===== config.mk =====
export PLATFORM = sky130hd
export DESIGN_NAME = ultrasonic_presence_detector_top
export DESIGN_NICKNAME = d
export VERILOG_FILES = /design/src/rtl/upd_pkg.sv /design/src/rtl/upd_cfg.sv /design/src/rtl/upd_dist.sv /design/src/rtl/upd_track.sv /design/src/rtl/ultrasonic_presence_detector_top.sv
export SDC_FILE = /design/constraint.sdc
export NUM_CORES = 1
export LEC_CHECK = 0
export ABC_AREA = 0
export BUFFER_PORTS_ARGS = -buffer_cell sky130_fd_sc_hd__buf_4
export CAP_MARGIN = 20
export CORE_MARGIN = 5
export CORE_UTILIZATION = 47
export CTS_CLUSTER_DIAMETER = 40
export DETAILED_ROUTE_END_ITERATION = 10
export GPL_TIMING_DRIVEN = 0
export RECOVER_POWER = 25
export SLEW_MARGIN = 40
export SYNTH_ARGS = -nofsm -noshare
export SYNTH_HDL_FRONTEND = slang
export SYNTH_HIERARCHICAL = 1
export SYNTH_SLANG_ARGS = --single-unit

===== constraint.sdc =====
create_clock -name i_clk -period 7.5 [get_ports i_clk]
set_input_delay 0.75 -clock i_clk [delete_from_list [all_inputs] [get_ports i_clk]]
set_output_delay 0.75 -clock i_clk [all_outputs]
set_load 0.02 [all_outputs]

===== src/rtl/upd_pkg.sv =====
package upd_pkg;

    // Channel and ring geometry
    localparam int NUM_CHANNELS = 3;
    localparam int RING_DEPTH   = 3;
    localparam int CH_W         = 2;
    localparam int CH_IDX_W     = (NUM_CHANNELS > 1) ? $clog2(NUM_CHANNELS) : 1;
    localparam int RING_W       = 2;
    localparam int RING_IDX_W   = (RING_DEPTH > 1) ? $clog2(RING_DEPTH) : 1;

    // Echo count and distance conversion
    localparam int PULSE_W      = 17;
    localparam int PULSE_LIMIT  = 100001;
    localparam int DIST_W       = 18;
    localparam int DIST_SCALE   = 340 / 4;           // 85
    localparam int DIST_DIV     = 58;
    localparam int SCALE_W      = 7;
    localparam int PROD_W       = PULSE_W + SCALE_W; // count * 85

    // Divide by 58 as multiply by ceil(2^30 / 58) and shift. The rounding
    // error times the largest product stays below 2^30, so the quotient
    // is exact over the whole clamped range.
    localparam int RECIP_SHIFT  = 30;
    localparam longint RECIP_MULT =
        ((64'd1 << RECIP_SHIFT) + DIST_DIV - 1) / DIST_DIV;
    localparam int RECIP_W      = 25;
    localparam int QUOT_W       = PROD_W + RECIP_W;

    // Configuration
    localparam int CFG_W        = 8;
    localparam int CNT_W        = 8;
    localparam logic [CNT_W-1:0] CNT_MAX = '1;

    typedef enum logic [1:0] {
        REG_NEAR_LIMIT  = 2'd0,
        REG_FAR_LIMIT   = 2'd1,
        REG_ARRIVE_CNT  = 2'd2,
        REG_LEAVE_LIMIT = 2'd3
    } t_cfg_idx;

    typedef struct packed {
        logic [CFG_W-1:0] near_limit_cm;
        logic [CFG_W-1:0] far_limit_cm;
        logic [CFG_W-1:0] arrive_count;
        logic [CFG_W-1:0] leave_count_limit;
    } t_cfg;

endpackage


===== src/rtl/upd_cfg.sv =====
module upd_cfg (
    input  logic                        i_clk,
    input  logic                        i_rst_n,
    input  logic                        i_cfg_we,
    input  logic [1:0]                  i_cfg_idx,
    input  logic [upd_pkg::CFG_W-1:0]   i_cfg_data,
    output upd_pkg::t_cfg               o_cfg
);
    import upd_pkg::*;

    t_cfg r_cfg;
    t_cfg n_cfg;

    always_comb begin
        n_cfg = r_cfg;
        if (i_cfg_we) begin
            unique case (t_cfg_idx'(i_cfg_idx))
                REG_NEAR_LIMIT:  n_cfg.near_limit_cm     = i_cfg_data;
                REG_FAR_LIMIT:   n_cfg.far_limit_cm      = i_cfg_data;
                REG_ARRIVE_CNT:  n_cfg.arrive_count      = i_cfg_data;
                REG_LEAVE_LIMIT: n_cfg.leave_count_limit = i_cfg_data;
                default:         n_cfg = r_cfg;
            endcase
        end
    end

    always_ff @(posedge i_clk) begin
        if (!i_rst_n) begin
            r_cfg.near_limit_cm     <= CFG_W'(10);
            r_cfg.far_limit_cm      <= CFG_W'(10);
            r_cfg.arrive_count      <= CFG_W'(5);
            r_cfg.leave_count_limit <= CFG_W'(5);
        end else begin
            r_cfg <= n_cfg;
        end
    end

    assign o_cfg = r_cfg;

endmodule


===== src/rtl/upd_dist.sv =====
module upd_dist (
    input  logic                        i_clk,
    input  logic                        i_rst_n,
    input  logic                        i_adv,
    input  logic                        i_valid,
    input  logic [upd_pkg::CH_W-1:0]    i_channel,
    input  logic [upd_pkg::PULSE_W-1:0] i_pulse_count,
    output logic                        o_valid,
    output logic [upd_pkg::CH_W-1:0]    o_channel,
    output logic [upd_pkg::DIST_W-1:0]  o_distance_cm
);
    import upd_pkg::*;

    logic                r_v1;
    logic [CH_W-1:0]     r_ch1;
    logic [PROD_W-1:0]   r_prod;
    logic                r_v2;
    logic [CH_W-1:0]     r_ch2;
    logic [DIST_W-1:0]   r_dist;

    logic [PULSE_W-1:0]  w_clamped;
    logic [PROD_W-1:0]   w_prod;
    logic [QUOT_W-1:0]   w_quot;

    // Clamp at the timeout bound, then scale by 85
    assign w_clamped = (i_pulse_count > PULSE_W'(PULSE_LIMIT)) ?
                       PULSE_W'(PULSE_LIMIT) : i_pulse_count;
    assign w_prod    = PROD_W'(w_clamped) * PROD_W'(DIST_SCALE);

    // Reciprocal multiply for the divide by 58
    assign w_quot    = QUOT_W'(r_prod) * QUOT_W'(RECIP_MULT);

    always_ff @(posedge i_clk) begin
        if (!i_rst_n) begin
            r_v1 <= 1'b0;
            r_v2 <= 1'b0;
        end else if (i_adv) begin
            r_v1 <= i_valid;
            r_v2 <= r_v1;
        end
    end

    always_ff @(posedge i_clk) begin
        if (i_adv) begin
            r_ch1  <= i_channel;
            r_prod <= w_prod;
            r_ch2  <= r_ch1;
            r_dist <= w_quot[RECIP_SHIFT +: DIST_W];
        end
    end

    assign o_valid       = r_v2;
    assign o_channel     = r_ch2;
    assign o_distance_cm = r_dist;

endmodule


===== src/rtl/upd_track.sv =====
module upd_track (
    input  logic                        i_clk,
    input  logic                        i_rst_n,
    input  logic                        i_adv,
    input  upd_pkg::t_cfg               i_cfg,
    input  logic                        i_valid,
    input  logic [upd_pkg::CH_W-1:0]    i_channel,
    input  logic [upd_pkg::DIST_W-1:0]  i_distance_cm,
    output logic                        o_valid,
    output logic [upd_pkg::DIST_W-1:0]  o_distance_cm,
    output logic                        o_arrived,
    output logic [upd_pkg::RING_W-1:0]  o_arrival_slot,
    output logic                        o_departed,
    output logic                        o_occupied
);
    import upd_pkg::*;

    logic [CNT_W-1:0]      r_near  [NUM_CHANNELS];
    logic [CNT_W-1:0]      r_leave [NUM_CHANNELS];
    logic [NUM_CHANNELS-1:0] r_occ;
    logic [RING_IDX_W-1:0] r_slot;

    logic                  r_out_valid;
    logic [DIST_W-1:0]     r_dist;
    logic                  r_arrived;
    logic [RING_W-1:0]     r_arr_slot;
    logic                  r_departed;
    logic                  r_occupied;

    logic [CH_IDX_W-1:0]   w_idx;
    logic                  w_hit;
    logic                  w_near;
    logic                  w_far;
    logic [CNT_W-1:0]      w_near_inc;
    logic                  w_arr;
    logic                  w_count_leave;
    logic [CNT_W-1:0]      w_leave_inc;
    logic                  w_dep;
    logic [CNT_W-1:0]      n_near;
    logic [CNT_W-1:0]      n_leave;
    logic                  n_occ;
    logic [RING_IDX_W-1:0] n_slot;

    assign w_idx = i_channel[CH_IDX_W-1:0];
    assign w_hit = i_valid && (i_channel < CH_W'(NUM_CHANNELS));
    assign w_near = i_distance_cm < DIST_W'(i_cfg.near_limit_cm);
    assign w_far  = i_distance_cm > DIST_W'(i_cfg.far_limit_cm);

    always_comb begin
        // Near count saturates
        w_near_inc = r_near[w_idx];
        if (w_near && (r_near[w_idx] != CNT_MAX)) begin
            w_near_inc = r_near[w_idx] + CNT_W'(1);
        end

        w_arr = (w_near_inc == i_cfg.arrive_count) && !r_occ[w_idx];

        // Leave count wraps at 8 bits until it equals the limit
        w_count_leave = (w_near_inc >= i_cfg.arrive_count) && w_far;
        w_leave_inc   = r_leave[w_idx] + CNT_W'(1);
        w_dep         = w_count_leave && (w_leave_inc == i_cfg.leave_count_limit);

        n_near  = w_near_inc;
        n_leave = r_leave[w_idx];
        n_occ   = r_occ[w_idx] | w_arr;
        if (w_count_leave) begin
            n_leave = w_leave_inc;
        end
        if (w_dep) begin
            n_near  = '0;
            n_leave = '0;
            n_occ   = 1'b0;
        end

        n_slot = r_slot;
        if (w_arr) begin
            n_slot = (r_slot == RING_IDX_W'(RING_DEPTH - 1)) ?
                     '0 : r_slot + RING_IDX_W'(1);
        end
    end

    always_ff @(posedge i_clk) begin
        if (!i_rst_n) begin
            for (int c = 0; c < NUM_CHANNELS; c++) begin
                r_near[c]  <= '0;
                r_leave[c] <= '0;
            end
            r_occ       <= '0;
            r_slot      <= '0;
            r_out_valid <= 1'b0;
        end else if (i_adv) begin
            r_out_valid <= i_valid;
            if (w_hit) begin
                r_near[w_idx]  <= n_near;
                r_leave[w_idx] <= n_leave;
                r_occ[w_idx]   <= n_occ;
                r_slot         <= n_slot;
            end
        end
    end

    always_ff @(posedge i_clk) begin
        if (i_adv) begin
            r_dist     <= i_distance_cm;
            r_arrived  <= w_hit && w_arr;
            r_arr_slot <= (w_hit && w_arr) ? RING_W'(r_slot) : '0;
            r_departed <= w_hit && w_dep;
            r_occupied <= w_hit && n_occ;
        end
    end

    assign o_valid        = r_out_valid;
    assign o_distance_cm  = r_dist;
    assign o_arrived      = r_arrived;
    assign o_arrival_slot = r_arr_slot;
    assign o_departed     = r_departed;
    assign o_occupied     = r_occupied;

`ifndef SYNTH
    a_slot_range: assert property (@(posedge i_clk) disable iff (!i_rst_n)
        r_slot < RING_IDX_W'(RING_DEPTH))
        else $error("ring slot out of range");

    a_slot_zero: assert property (@(posedge i_clk) disable iff (!i_rst_n)
        (r_out_valid && !r_arrived) |-> (r_arr_slot == '0))
        else $error("arrival slot set without arrival");

    a_dep_clears: assert property (@(posedge i_clk) disable iff (!i_rst_n)
        (r_out_valid && r_departed) |-> !r_occupied)
        else $error("channel still occupied after departure");

    a_arr_sets: assert property (@(posedge i_clk) disable iff (!i_rst_n)
        (r_out_valid && r_arrived && !r_departed) |-> r_occupied)
        else $error("arrival did not mark channel occupied");

    a_ring_step: assert property (@(posedge i_clk) disable iff (!i_rst_n)
        (i_adv && w_hit && !w_arr) |=> $stable(r_slot))
        else $error("ring slot moved without arrival");
`endif

endmodule


===== src/rtl/ultrasonic_presence_detector_top.sv =====
// Channel   Handshake            Payload
// input     i_valid / o_stall    i_channel, i_pulse_count
// result    o_valid / i_stall    o_distance_cm, o_arrived, o_arrival_slot, o_departed, o_occupied
// config    i_cfg_we             i_cfg_idx, i_cfg_data
//
// One item per cycle sustained unless i_stall holds a result. Three registers in line:
// scale, divide by 58, then the result register where the per-channel counters update
// in place.
// Reset is synchronous, active low: clear counters, occupancy flags, ring slot and stage valids,
// and load the register defaults (10, 10, 5, 5).
// A result held under i_stall freezes every stage, bubbles too, and raises o_stall.
module ultrasonic_presence_detector_top (
    input  logic                        i_clk,
    input  logic                        i_rst_n,
    // Measurement input
    input  logic                        i_valid,
    output logic                        o_stall,
    input  logic [upd_pkg::CH_W-1:0]    i_channel,
    input  logic [upd_pkg::PULSE_W-1:0] i_pulse_count,
    // Result output
    output logic                        o_valid,
    input  logic                        i_stall,
    output logic [upd_pkg::DIST_W-1:0]  o_distance_cm,
    output logic                        o_arrived,
    output logic [upd_pkg::RING_W-1:0]  o_arrival_slot,
    output logic                        o_departed,
    output logic                        o_occupied,
    // Register writes
    input  logic                        i_cfg_we,
    input  logic [1:0]                  i_cfg_idx,
    input  logic [upd_pkg::CFG_W-1:0]   i_cfg_data
);
    import upd_pkg::*;

    t_cfg                w_cfg;
    logic                w_adv;
    logic                w_out_valid;
    logic                w_dist_valid;
    logic [CH_W-1:0]     w_dist_ch;
    logic [DIST_W-1:0]   w_dist;

    // Advance every stage unless a finished result is being held back
    assign w_adv   = !(w_out_valid && i_stall);
    assign o_stall = !w_adv;
    assign o_valid = w_out_valid;

    upd_cfg u_cfg (
        .i_clk      (i_clk),
        .i_rst_n    (i_rst_n),
        .i_cfg_we   (i_cfg_we),
        .i_cfg_idx  (i_cfg_idx),
        .i_cfg_data (i_cfg_data),
        .o_cfg      (w_cfg)
    );

    // Clamp, scale by 85, then divide by 58
    upd_dist u_dist (
        .i_clk         (i_clk),
        .i_rst_n       (i_rst_n),
        .i_adv         (w_adv),
        .i_valid       (i_valid),
        .i_channel     (i_channel),
        .i_pulse_count (i_pulse_count),
        .o_valid       (w_dist_valid),
        .o_channel     (w_dist_ch),
        .o_distance_cm (w_dist)
    );

    // Per-channel near/leave counting, arrival ring and result register
    upd_track u_track (
        .i_clk          (i_clk),
        .i_rst_n        (i_rst_n),
        .i_adv          (w_adv),
        .i_cfg          (w_cfg),
        .i_valid        (w_dist_valid),
        .i_channel      (w_dist_ch),
        .i_distance_cm  (w_dist),
        .o_valid        (w_out_valid),
        .o_distance_cm  (o_distance_cm),
        .o_arrived      (o_arrived),
        .o_arrival_slot (o_arrival_slot),
        .o_departed     (o_departed),
        .o_occupied     (o_occupied)
    );

endmodule


== Word-level counts from Yosys, hierarchy flattened ==
Memories as Yosys holds them, arrays and structs flattened. A register that Yosys moved wholly into a read port is not among the register bits.
Cells that the tools add are included.
Storage, ports and cells
  bits in registers: 109
  bits in writable memories: 48
  bits of input ports: 34
  output and inout bits: 25
  logic and storage cells: 86
  memories: 2
Memories
  u_track.r_leave: words 3, bits a word 8, read ports 1, clocked after memory_dff 1, write ports 3, line upd_track.sv:19  | logic [CNT_W-1:0] r_leave [NUM_CHANNELS];
  u_track.r_near: words 3, bits a word 8, read ports 1, clocked after memory_dff 1, write ports 3, line upd_track.sv:18  | logic [CNT_W-1:0] r_near [NUM_CHANNELS];
Operators by class
  $add $sub $neg: 3
  multipliers: 2
  order comparisons: 7
  equality and inequality tests: 7
  mux-type cells: 25
  bitwise gates (word level): 2
  reductions and logical operators: 20
Operators with widths (count)
  $mul 24x25->48 const B: 1
  $mux 8: 6
  $mul 17x7->24 const B: 1
  $gt 18x8->1: 1
  $lt 18x8->1: 1
  $gt 17x17->1 const B: 1
  $mux 17: 1
  $add 8x1->8 const B: 2
  $eq 8x8->1: 2
  $reduce_or 8->1: 2
  $logic_and 1x1->1: 10
  $mux 1: 10
  $mux 2: 5
  $reduce_and 2->1: 5
  $ge 8x8->1: 1
  $ne 8x8->1 const B: 1
  $eq 2x2->1 const B: 3
  $bwmux 3: 1
  $lt 2x3->1 const B: 1
  $reduce_and 3->1: 1
  $add 2x1->2 const B: 1
  $bmux 1 s2: 1
  $demux 1 s2: 1
  $eq 2x1->1 const B: 1
  other kinds (6): 6

== Logic depth before layout (Yosys ltp) ==
Gate-level depths: netlist of run 1.
  depth in word-level cells: 8
  mapped depth: 26
  gate-level depth less buffers: 25

== By module ==
Netlist of run 1, hierarchy kept.
Modules (own cells, without submodules)
  upd_dist: instances 1, cells each 1362, area an instance 13960.9 um2, seq. area each 1421.4 um2
  upd_track: instances 1, cells each 393, area an instance 4976.0 um2, seq. area each 2732.6 um2
  upd_cfg: instances 1, cells each 121, area an instance 1236.2 um2, seq. area each 640.6 um2
  ultrasonic_presence_detector_top: instances 1, cells each 2, area an instance 10.0 um2, seq. area each 0.0 um2

== Worst setup path after synthesis of run 1 ==
OpenSTA, ideal clock, no wires.
  kind: register -> register
  start point: reg u_dist.r_prod[18]
  end point: reg u_dist.r_dist[15] (netlist: u_dist/o_distance_cm[15]) (data pin)
  library setup time: 0.261 ns
  arrival: 6.258 ns
  data required time: 7.239 ns
  setup slack: 0.982 ns
  stages on the path, launching flop included: 24
  path buffers: 0
  period minus slack after synthesis: 6.518 ns
  cell sequence: edfxtp_1 -> fa_1 -> inv_1 -> fa_1 -> inv_1 -> fa_1 -> inv_1 -> fa_1 -> inv_1 -> fa_1 -> inv_1 -> fa_1 -> inv_1 -> ha_1 -> ha_1 -> and3_4 -> and2_4 -> a21oi_2 -> a21oi_2 -> a22oi_2 -> nand3_2 -> o311a_1 -> o21a_1 -> o311a_1
On the way
  word-level cells in the longest chain between the ends: 1
RTL lines
  start: declaration: line upd_dist.sv:16  | logic [PROD_W-1:0] r_prod;
  start signal: assignment: line upd_dist.sv:46  | r_prod <= w_prod;
  $mul 24x25->48: line upd_dist.sv:31  | assign w_quot = QUOT_W'(r_prod) * QUOT_W'(RECIP_MULT);
  net u_dist.w_quot[45]: line upd_dist.sv:23  | logic [QUOT_W-1:0] w_quot;
  end signal: assignment: line upd_dist.sv:48  | r_dist <= w_quot[RECIP_SHIFT +: DIST_W];
  end: declaration: line upd_dist.sv:19  | logic [DIST_W-1:0] r_dist;
The timed path passes the listed nets, and every way through them passes these cells.
A chain may end at the register's enable or synchronous reset.

== Final worst setup path of run 1 ==
  start point: reg u_dist.r_prod[9]
  end point: reg u_dist.r_dist[15] (netlist: u_dist/o_distance_cm[15]) (data pin)
The elaborated chain is that of the path after synthesis.

==> results.md, run 1 <==
* Min-Delay Path Depth at 0
* Clock edge transition at the registers on the reported setup and hold paths at 0.06 ns
* Slowest CP cell: sky130_fd_sc_hd__fa_1
* Worst Max-Slew Pin Slew at 2.28 ns
* Number of levels in the clock H-tree at 4
* Met1 track demand over resource in global routing at 27.0%
* Run status: finished with violations
* Total buffers and inverters traversed by the critical path at 4
* Most Used Layer, Global Route: met2
* Initial drt markers at 553
* Drt drc at 0
* Kind of critical path: flop to flop
* Buffer levels on the longest clock path at 2
* Sink of the worst hold path: u_dist/o_channel[1]
* # clock sinks at 173
* Filler cells at 3875
* Fraction of layout cells with a size suffix above 1 at 8.43%
* # setup viols final at 0
* Clock buffers created by TritonCTS at 17
* Vias after detailed routing at 12.7k
* Time the final worst path needs with I/O delays and setup at 7.22 ns
* Post-synth EDFFs at 133
* Worst slew margin relative to its limit at -51.9%
* #FFs+latches synth at 173
* Number of standard cells after synthesis at 1878
* CP startpoint kind: flop
* Final max-slew violation count at 77
* TritonCTS clock tree: done
* Worst min-delay path class: flop to flop
* Initial antenna violation count at 0
* Final Cycle Share at 96.2%
* Antenna viol nets, final at 0
* CTS hold repair buffers at 0
* Total Wirelength at 44300 um
* Met2 Track Usage GR at 33.5%
* Top cell by count, worst path: sky130_fd_sc_hd__fa_1
* Row Count at 76
* # nets final at 2593
* Horiz. Die Dim at 217 um
* Fraction of registers with async set/reset at 0%
* Cell area after synthesis at 20200 um^2
* Routed length per instance at 17.5 um
* Ratio of routed vias to standard cells at 5.01
* Syn Area/Cell at 10.7 um^2
* Number of global-route vias before repair at 13.9k
* R2R Setup Slk at 0.28 ns
* Wire length of the first global-routing pass at 73900 um
* Fin Hold WS at 0.422 ns
* Half-perimeter wire length after detailed placement at 37400 um
* Later-pin clock latency in the skew report at 0.47 ns
* Cell-by-cell trace of the critical path: fa_1 > inv_1 > fa_1 > inv_1 > fa_1 > fa_1 > fa_1 > fa_1 > inv_1 > fa_1 > inv_1 > ha_1 > and3_1 > nand3_1 > nor2_1 > a21o_1 > o21ai_1 > nand3_2 > o311a_1 > o21a_1 > o311a_1
* Synthesis Warnings at 6
* End of the worst register-to-register path: u_dist/o_distance_cm[15]
* Worst setup EP type: flop
* Worst Clk Skew at 0.0275 ns
* Dominant synthesized flop cell: sky130_fd_sc_hd__edfxtp_1
* Dominant cell type by area after synthesis: sky130_fd_sc_hd__fa_1
* Die H at 217 um
* Storage element area at 4790 um^2
* Finished Core Util at 51.5%
* Most area-consuming cells after synthesis: sky130_fd_sc_hd__fa_1 26%, sky130_fd_sc_hd__edfxtp_1 20%, sky130_fd_sc_hd__ha_1 19%, sky130_fd_sc_hd__inv_1 9.7%, sky130_fd_sc_hd__dfxtp_1 4.0%
* Max incr delay on CP at 0.80 ns
* Count of pins on the block boundary at 59
* List of most frequent post-synthesis cells: 522 x sky130_fd_sc_hd__inv_1, 312 x sky130_fd_sc_hd__ha_1, 266 x sky130_fd_sc_hd__fa_1
* Iteration count of the initial detailed-routing pass at 5
* Portion of synthesized cell area occupied by the leading cell type at 26.4%
* Initial Util at 47.2%
* Multi-input gate area in the final layout at 13400 um^2
* Violations in the final reports: capacitance limit, slew limit
* Root buf cell: sky130_fd_sc_hd__clkbuf_16
* Die Footprint at 47200 um^2
* Cell with the most instances after synthesis: sky130_fd_sc_hd__inv_1
* Post-placement worst setup slack at 0.0675 ns
* Largest net degree at the start of global routing at 43
* Upper clock frequency limit at 139 MHz
* Worst EP arrival at 7.41 ns
* Overall global routing resource usage at 20.0%
* Startpoint of the lowest-slack hold path: u_dist/r_ch1[1]
* Synth cell types at 78
* Setup slack after layout at 0.282 ns
* CORE AREA at 42800 um^2
* Diodes inserted at 0
* Worst-path maximum fanout at 6
* Count of buffers inserted at the top-level ports at 58
* Hold Vio Cnt, Final at 0
* Layout area overhead at 9.09%
* Max-cap violations at 2
* Cell count of the worst reg-to-reg path at 21
* Remaining global-route overflow at 0
* Final weighted congestion of routability-driven global placement at 0.918
* Setup TNS at 0 ns
* Sequential-to-total area share from yosys stat at 23.8%
* Reg-to-reg critical path startpoint: u_dist/r_prod[9]
* Grt met3 use at 3.74%
* Family with the most delay on the worst path: adder cells
* Worst endpoint required time at 7.69 ns
## flip-flops by register name, indices dropped and copies added (netlist names), 2 cells and up
name	cells
u_track/o_distance_cm	18
u_dist/r_prod	24
u_dist/o_distance_cm	18
u_track/r_slot	2
u_dist/o_channel	2
u_track/r_occ	3
u_track/o_arrival_slot	2
u_cfg/o_cfg	32
u_track/r_near	32
u_track/r_leave	32
u_dist/r_ch1	2
## timing repair
item	CTS	global route
buffers inserted	0	8
setup endpoints to repair	0	6
gates resized for setup	0	2
## per-layer routing
metal,up-vias,share of wire [%]
met2,204,49
met3,47,3.8
met5,-,0
met1,6256,46
met4,0,1.9
li1,6218,-
## how the worst max path moves through the flow
| stage | start | endpoint | slack, ns | depth (start not counted) |
|---|---|---|---|---|
| after floorplan | u_dist/r_prod[18] | u_dist/o_distance_cm[15] | 0.98 | 23 |
| after CTS | u_dist/r_prod[13] | u_dist/o_distance_cm[17] | 0.03 | 22 |
| after detailed placement | u_dist/r_prod[13] | u_dist/o_distance_cm[17] | 0.07 | 22 |
| final | u_dist/r_prod[9] | u_dist/o_distance_cm[15] | 0.28 | 21 |
| after global placement | u_dist/r_prod[13] | u_dist/o_distance_cm[17] | -0.30 | 22 |
| after global routing | u_dist/r_prod[9] | u_dist/o_distance_cm[15] | -0.004 | 21 |
## logic make-up after synthesis
| logic type | count (synthesis) | synth area share [%] |
|---|---|---|
| buf+inv | 552 | 10.5 |
| simple gates | 301 | 7.84 |
| fa+ha+maj | 578 | 45.7 |
| mux | 57 | 3.88 |
| other cells | 1 | 0.0186 |
| xor+xnor | 57 | 2.55 |
| compound gates | 159 | 5.69 |
| flops | 173 | 23.8 |
## placed cells by master (no fill, tap or decap), types with 18 or more instances in the layout
cell                          n
sky130_fd_sc_hd__a21o_1      28
sky130_fd_sc_hd__a21oi_1     39
sky130_fd_sc_hd__buf_4       65
sky130_fd_sc_hd__clkbuf_1    19
sky130_fd_sc_hd__clkbuf_16   18
sky130_fd_sc_hd__dfxtp_1     40
sky130_fd_sc_hd__edfxtp_1   133
sky130_fd_sc_hd__fa_1       266
sky130_fd_sc_hd__ha_1       312
sky130_fd_sc_hd__inv_1      522
sky130_fd_sc_hd__mux2i_1     40
sky130_fd_sc_hd__nand2_1     66
sky130_fd_sc_hd__nand3_1     24
sky130_fd_sc_hd__nor2_1      50
sky130_fd_sc_hd__nor2b_1     24
sky130_fd_sc_hd__nor3_1      49
sky130_fd_sc_hd__o21ai_0     20
sky130_fd_sc_hd__xnor2_1     32
sky130_fd_sc_hd__xor2_1      23
## cell type report
class	instances	area share (%)
plain buffers	30	0.761
clock buffers	21	2.10
clock inverters	11	0.369
inverters	522	8.90
multi-input cells	1168	60.7
flip-flops and latches	173	21.8
well taps	546	3.10
repair buffers	69	2.34
## through the flow
step	cell area [um^2]	cells
after global routing	22000	2540
final	22000	2540
after global placement	21400	2497
after floorplan	20200	1893
after detailed placement	21400	2500
after CTS	22000	2532
Power of run 1 is not shown: default switching activity piles up to over one toggle a cycle in this logic, so the estimate is an artifact.
==> inputs of run 2 (changes only) <==
Clock period 7.5 ns to 7.77 ns, I/O delays scaled along.
==> results.md, run 2 (same netlist as run 1, synthesis figures left out) <==
* Run status: finished with violations (unchanged)
* Violations in the final reports: capacitance limit, slew limit (unchanged)
* Worst min-delay path class: flop to flop (unchanged)
* Setup repair after global routing missed its margin: no
* Overall global routing resource usage at 20.0% (unchanged)
* Final weighted congestion of routability-driven global placement at 0.918 (unchanged)
* Worst Clk Skew at 0.0272 ns (was 0.0275 ns)
* Post-placement worst setup slack at 0.338 ns (was 0.0675 ns)
* Dpl cell area at 21400 um^2 (unchanged)
* Resized Gates After CTS at 0 (unchanged)
* Sink of the worst hold path: u_dist/o_channel[1] (unchanged)
* Vias after detailed routing at 12.7k (about the same)
* Later-pin clock latency in the skew report at 0.47 ns (about the same)
* Number of levels in the clock H-tree at 4 (unchanged)
* # setup viols final at 0 (unchanged)
* Time the final worst path needs with I/O delays and setup at 7.37 ns (was 7.22 ns)
* # nets final at 2585 (was 2593)
* Setup slack after layout at 0.401 ns (was 0.282 ns)
* # clock sinks at 173 (unchanged)
* Most Used Layer, Global Route: met2 (unchanged)
* Family with the most delay on the worst path: adder cells (unchanged)
* Worst slew margin relative to its limit at -51.9% (about the same)
* Row Count at 76 (unchanged)
* Met1 track demand over resource in global routing at 27.0% (unchanged)
* Min-Delay Path Depth at 0 (unchanged)
* Upper clock frequency limit at 136 MHz (was 139 MHz)
* Die Footprint at 47200 um^2 (unchanged)
* Cell count of the worst reg-to-reg path at 22 (was 21)
* Met2 Track Usage GR at 33.5% (unchanged)
* Worst EP arrival at 7.62 ns (was 7.41 ns)
* Remaining global-route overflow at 0 (unchanged)
* Number of global-route vias before repair at 13.9k (unchanged)
* Largest net degree at the start of global routing at 43 (unchanged)
* Drt drc at 0 (unchanged)
* Clock buffers created by TritonCTS at 17 (unchanged)
* R2R Setup Slk at 0.40 ns (was 0.28 ns)
* Horiz. Die Dim at 217 um (unchanged)
* Initial antenna violation count at 0 (unchanged)
* Ratio of routed vias to standard cells at 5.01 (about the same)
* Root buf cell: sky130_fd_sc_hd__clkbuf_16 (unchanged)
* Count of pins on the block boundary at 59 (unchanged)
* Worst endpoint required time at 8.02 ns (was 7.69 ns)
* Cell-by-cell trace of the critical path: inv_1 > ha_1 > inv_1 > fa_1 > inv_1 > fa_1 > inv_1 > fa_1 > fa_1 > fa_1 > inv_1 > fa_1 > inv_1 > ha_1 > and4_1 > nand3_1 > a2111oi_2 > o21ai_1 > nand3_2 > o31ai_1 > and3_1 > a311oi_1 (was fa_1 > inv_1 > fa_1 > inv_1 > fa_1 > fa_1 > fa_1 > fa_1 > inv_1 > fa_1 > inv_1 > ha_1 > and3_1 > nand3_1 > nor2_1 > a21o_1 > o21ai_1 > nand3_2 > o311a_1 > o21a_1 > o311a_1)
* Kind of critical path: flop to flop (unchanged)
* Routed length per instance at 17.5 um (about the same)
* Buffer levels on the longest clock path at 2 (unchanged)
* Post-route standard cell area excluding fillers at 21900 um^2 (was 22000 um^2)
* Grt met3 use at 3.74% (unchanged)
* Final max-slew violation count at 77 (unchanged)
* Clock edge transition at the registers on the reported setup and hold paths at 0.06 ns (about the same)
* Total buffers and inverters traversed by the critical path at 6 (was 4)
* Count of buffers inserted at the top-level ports at 58 (unchanged)
* CORE AREA at 42800 um^2 (unchanged)
* Worst setup EP type: flop (unchanged)
* Hold Vio Cnt, Final at 0 (unchanged)
* CTS hold repair buffers at 0 (unchanged)
* Fraction of layout cells with a size suffix above 1 at 8.01% (was 8.43%)
* Diodes inserted at 0 (unchanged)
* Layout area overhead at 8.70% (was 9.09%)
* Wire length of the first global-routing pass at 73900 um (unchanged)
* Max incr delay on CP at 0.70 ns (was 0.80 ns)
* Die H at 217 um (unchanged)
* Worst-path maximum fanout at 8 (was 6)
* Post-CTS setup buffer count at 0 (unchanged)
* Total Wirelength at 44200 um (was 44300 um)
* Initial drt markers at 518 (was 553)
* Antenna viol nets, final at 0 (unchanged)
* Reg-to-reg critical path startpoint: u_dist/r_prod[13] (was u_dist/r_prod[9])
* Leading cell types in the layout, fill and taps excluded: 522 x sky130_fd_sc_hd__inv_1, 312 x sky130_fd_sc_hd__ha_1, 266 x sky130_fd_sc_hd__fa_1, 133 x sky130_fd_sc_hd__edfxtp_1, 66 x sky130_fd_sc_hd__nand2_1 (unchanged)
* Final Cycle Share at 94.8% (was 96.2%)
* Iteration count of the initial detailed-routing pass at 5 (unchanged)
* Initial Util at 47.2% (unchanged)
* Most common library cell in the layout ignoring fill and taps: sky130_fd_sc_hd__inv_1 (unchanged)
* Slowest CP cell: sky130_fd_sc_hd__edfxtp_1 (was sky130_fd_sc_hd__fa_1)
* Worst Max-Slew Pin Slew at 2.28 ns (about the same)
* End of the worst register-to-register path: u_dist/o_distance_cm[17] (was u_dist/o_distance_cm[15])
* Startpoint of the lowest-slack hold path: u_dist/r_ch1[1] (unchanged)
* TritonCTS clock tree: done (unchanged)
* CP startpoint kind: flop (unchanged)
* Half-perimeter wire length after detailed placement at 37400 um (unchanged)
* Max-cap violations at 2 (unchanged)
## run 2: stage by stage
| step | hold slack [ns] | TNS [ns] | std cells | util (%) |
|---|---|---|---|---|
| 2_1_floorplan | 0.400 | 0 | 1893 | - |
| 3_3_place_gp | 0.402 | -0.0320 | 2497 | 49.9 |
| 3_5_place_dp | 0.405 | 0 | 2500 | 50.1 |
| 4_1_cts | 0.421 | 0 | 2532 | 51.3 |
| 5_1_grt | 0.432 | 0 | 2532 | 51.3 |
| 6_report | 0.423 | 0 | 2532 | 51.3 |
## run 2: per-layer routing
layer / share of wire, % / routed length [um]
met1: 46 / 20300
met5: 0 / 0
met4: 1.9 / 852
met3: 3.7 / 1660
met2: 48 / 21400
## run 2: cell type report
cell class	count	area (um^2)
Clock buffer	21	462
Clock inverter	11	81.3
Fill cell	3882	20900
Multi-Input combinational cell	1168	13300
Tap cell	546	683
Sequential cell	173	4790
Buffer	30	168
Inverter	522	1960
Timing Repair Buffer	61	454
## run 2: worst max path at each step
stage / from / end / depth (start not counted)
after CTS: u_dist/r_prod[13] / u_dist/o_distance_cm[17] / 22
after global routing: u_dist/r_prod[13] / u_dist/o_distance_cm[17] / 22
after detailed placement: u_dist/r_prod[13] / u_dist/o_distance_cm[17] / 22
after floorplan: u_dist/r_prod[18] / u_dist/o_distance_cm[15] / 23
final: u_dist/r_prod[13] / u_dist/o_distance_cm[17] / 22
after global placement: u_dist/r_prod[13] / u_dist/o_distance_cm[17] / 22
Power of run 2 is left out for the same reason.
==> inputs of run 3 (changes only) <==
Settings changed: BUFFER_PORTS_ARGS -buffer_cell sky130_fd_sc_hd__buf_4 to unset, CORE_UTILIZATION 47 to 55, CTS_BUF_LIST set to sky130_fd_sc_hd__clkbuf_8, DONT_BUFFER_PORTS set to 1, PLACE_DENSITY set to 0.7.
==> results.md, run 3 (same netlist as run 1, synthesis figures left out) <==
* Upper clock frequency limit at 138 MHz (was 136 MHz)
* Root buf cell: sky130_fd_sc_hd__clkbuf_8 (was sky130_fd_sc_hd__clkbuf_16)
* Diodes inserted at 0 (unchanged)
* # nets final at 2526 (was 2585)
* Worst endpoint required time at 7.99 ns (was 8.02 ns)
* Initial antenna violation count at 1 (was 0)
* Setup TNS at 0 ns (unchanged)
* Worst setup EP type: flop (unchanged)
* Iteration count of the initial detailed-routing pass at 5 (unchanged)
* Setup repair after global routing missed its margin: no (unchanged)
* Kind of critical path: flop to flop (unchanged)
* TritonCTS clock tree: done (unchanged)
* Horiz. Die Dim at 202 um (was 217 um)
* Time the final worst path needs with I/O delays and setup at 7.25 ns (was 7.37 ns)
* Row Count at 70 (was 76)
* Violations in the final reports: capacitance limit, slew limit (unchanged)
* Worst Max-Slew Pin Slew at 1.56 ns (was 2.28 ns)
* Fraction of layout cells with a size suffix above 1 at 5.40% (was 8.01%)
* Die Footprint at 40600 um^2 (was 47200 um^2)
* Antenna viol nets, final at 0 (unchanged)
* Worst min-delay path class: input port to flop (was flop to flop)
* Layout area overhead at 5.44% (was 8.70%)
* # clock sinks at 173 (unchanged)
* Overall global routing resource usage at 22.2% (was 20.0%)
* Hold Vio Cnt, Final at 0 (unchanged)
* Buffer levels on the longest clock path at 2 (unchanged)
* Resized Gates After CTS at 0 (unchanged)
* CP startpoint kind: flop (unchanged)
* Initial Util at 55.4% (was 47.2%)
* Largest net degree at the start of global routing at 44 (was 43)
* Number of global-route vias before repair at 13.7k (was 13.9k)
* Worst EP arrival at 7.47 ns (was 7.62 ns)
* Clock buffers created by TritonCTS at 17 (unchanged)
* Drt drc at 0 (unchanged)
* Post-CTS setup buffer count at 0 (unchanged)
* Most common library cell in the layout ignoring fill and taps: sky130_fd_sc_hd__inv_1 (unchanged)
* Final Cycle Share at 93.3% (was 94.8%)
* Worst slew margin relative to its limit at -4.26% (was -51.9%)
* Half-perimeter wire length after detailed placement at 36400 um (was 37400 um)
* Max-cap violations at 1 (was 2)
* Die H at 202 um (was 217 um)
* Worst Clk Skew at 0.0359 ns (was 0.0272 ns)
* CORE AREA at 36400 um^2 (was 42800 um^2)
* Count of buffers inserted at the top-level ports at 0 (was 58)
* Vias after detailed routing at 12.5k (was 12.7k)
* Clock edge transition at the registers on the reported setup and hold paths at 0.10 ns (was 0.06 ns)
* Wire length of the first global-routing pass at 71400 um (was 73900 um)
* Routed length per instance at 17.8 um (was 17.5 um)
* Initial drt markers at 707 (was 518)
* Final weighted congestion of routability-driven global placement at 1.01 (was 0.918)
* Remaining global-route overflow at 0 (unchanged)
* Leading cell types in the layout, fill and taps excluded: 522 x sky130_fd_sc_hd__inv_1, 312 x sky130_fd_sc_hd__ha_1, 266 x sky130_fd_sc_hd__fa_1, 133 x sky130_fd_sc_hd__edfxtp_1, 66 x sky130_fd_sc_hd__nand2_1 (unchanged)
* Ratio of routed vias to standard cells at 5.23 (was 5.01)
* CTS hold repair buffers at 0 (unchanged)
* Final max-slew violation count at 32 (was 77)
* Later-pin clock latency in the skew report at 0.50 ns (was 0.47 ns)
* Number of levels in the clock H-tree at 4 (unchanged)
* Run status: finished with violations (unchanged)
* Worst-path maximum fanout at 7 (was 8)
* Count of pins on the block boundary at 59 (unchanged)
* Total Wirelength at 42700 um (was 44200 um)
* # setup viols final at 0 (unchanged)
==> run 3: final timing paths <==
check | start | endpoint | slack [ns] | cells past startpoint
max reg2reg | u_dist/r_prod[22] | u_dist/o_distance_cm[15] | 0.52 | 21
min | i_channel[0] | u_dist/r_ch1[0] | 0.38 | 0
min reg2reg | u_dist/o_distance_cm[13] | u_track/o_distance_cm[13] | 0.45 | 0
max | u_dist/r_prod[22] | u_dist/o_distance_cm[15] | 0.52 | 21
==> run 3: routing by layer <==
layer / part of all wire, % / global-route usage, %
met1: 45 / 29.6
met2: 48 / 37.7
met3: 4.7 / 4.27
met4: 2.2 / 5.74
met5: 0.021 / 0
==> run 3: layout make-up <==
cell class                      count  area, um^2
Clock buffer                       17         234
Fill cell                        3054       15200
Sequential cell                   173        4790
Clock inverter                     15         170
Buffer                             30         168
Tap cell                          468         586
Multi-Input combinational cell   1168       13300
Inverter                          522        1960
Timing Repair Buffer                2        31.3
==> run 3: worst max-delay path, cell delays in order, from the launching register on <==
cell,delay [ns]
sky130_fd_sc_hd__edfxtp_1,0.59
sky130_fd_sc_hd__fa_1,0.69
sky130_fd_sc_hd__inv_1,0.13
sky130_fd_sc_hd__fa_1,0.57
sky130_fd_sc_hd__inv_1,0.07
sky130_fd_sc_hd__fa_1,0.49
sky130_fd_sc_hd__fa_1,0.53
sky130_fd_sc_hd__fa_1,0.52
sky130_fd_sc_hd__fa_1,0.55
sky130_fd_sc_hd__inv_1,0.06
sky130_fd_sc_hd__fa_1,0.52
sky130_fd_sc_hd__inv_1,0.04
sky130_fd_sc_hd__ha_1,0.30
sky130_fd_sc_hd__and3_1,0.20
sky130_fd_sc_hd__nand3_1,0.18
sky130_fd_sc_hd__nor2_1,0.06
sky130_fd_sc_hd__a21o_1,0.25
sky130_fd_sc_hd__o21ai_1,0.22
sky130_fd_sc_hd__nand3_2,0.17
sky130_fd_sc_hd__o311a_1,0.35
sky130_fd_sc_hd__o21a_1,0.20
sky130_fd_sc_hd__o311a_1,0.31
==> run 3: per-stage QoR <==
step | instance area [um^2] | instances | util [%] | hold slack, ns | setup WS, ns
final | 21300 | 2395 | 58.4 | 0.384 | 0.522
after global routing | 21300 | 2395 | 58.4 | 0.338 | 0.102
after CTS | 21300 | 2395 | 58.4 | 0.340 | 0.382
after detailed placement | 20900 | 2363 | 57.3 | 0.436 | 0.417
after global placement | 20800 | 2361 | 57.2 | 0.401 | 0.135
after floorplan | 20200 | 1893 | - | 0.400 | 1.25
Power of run 3 is left out for the same reason.
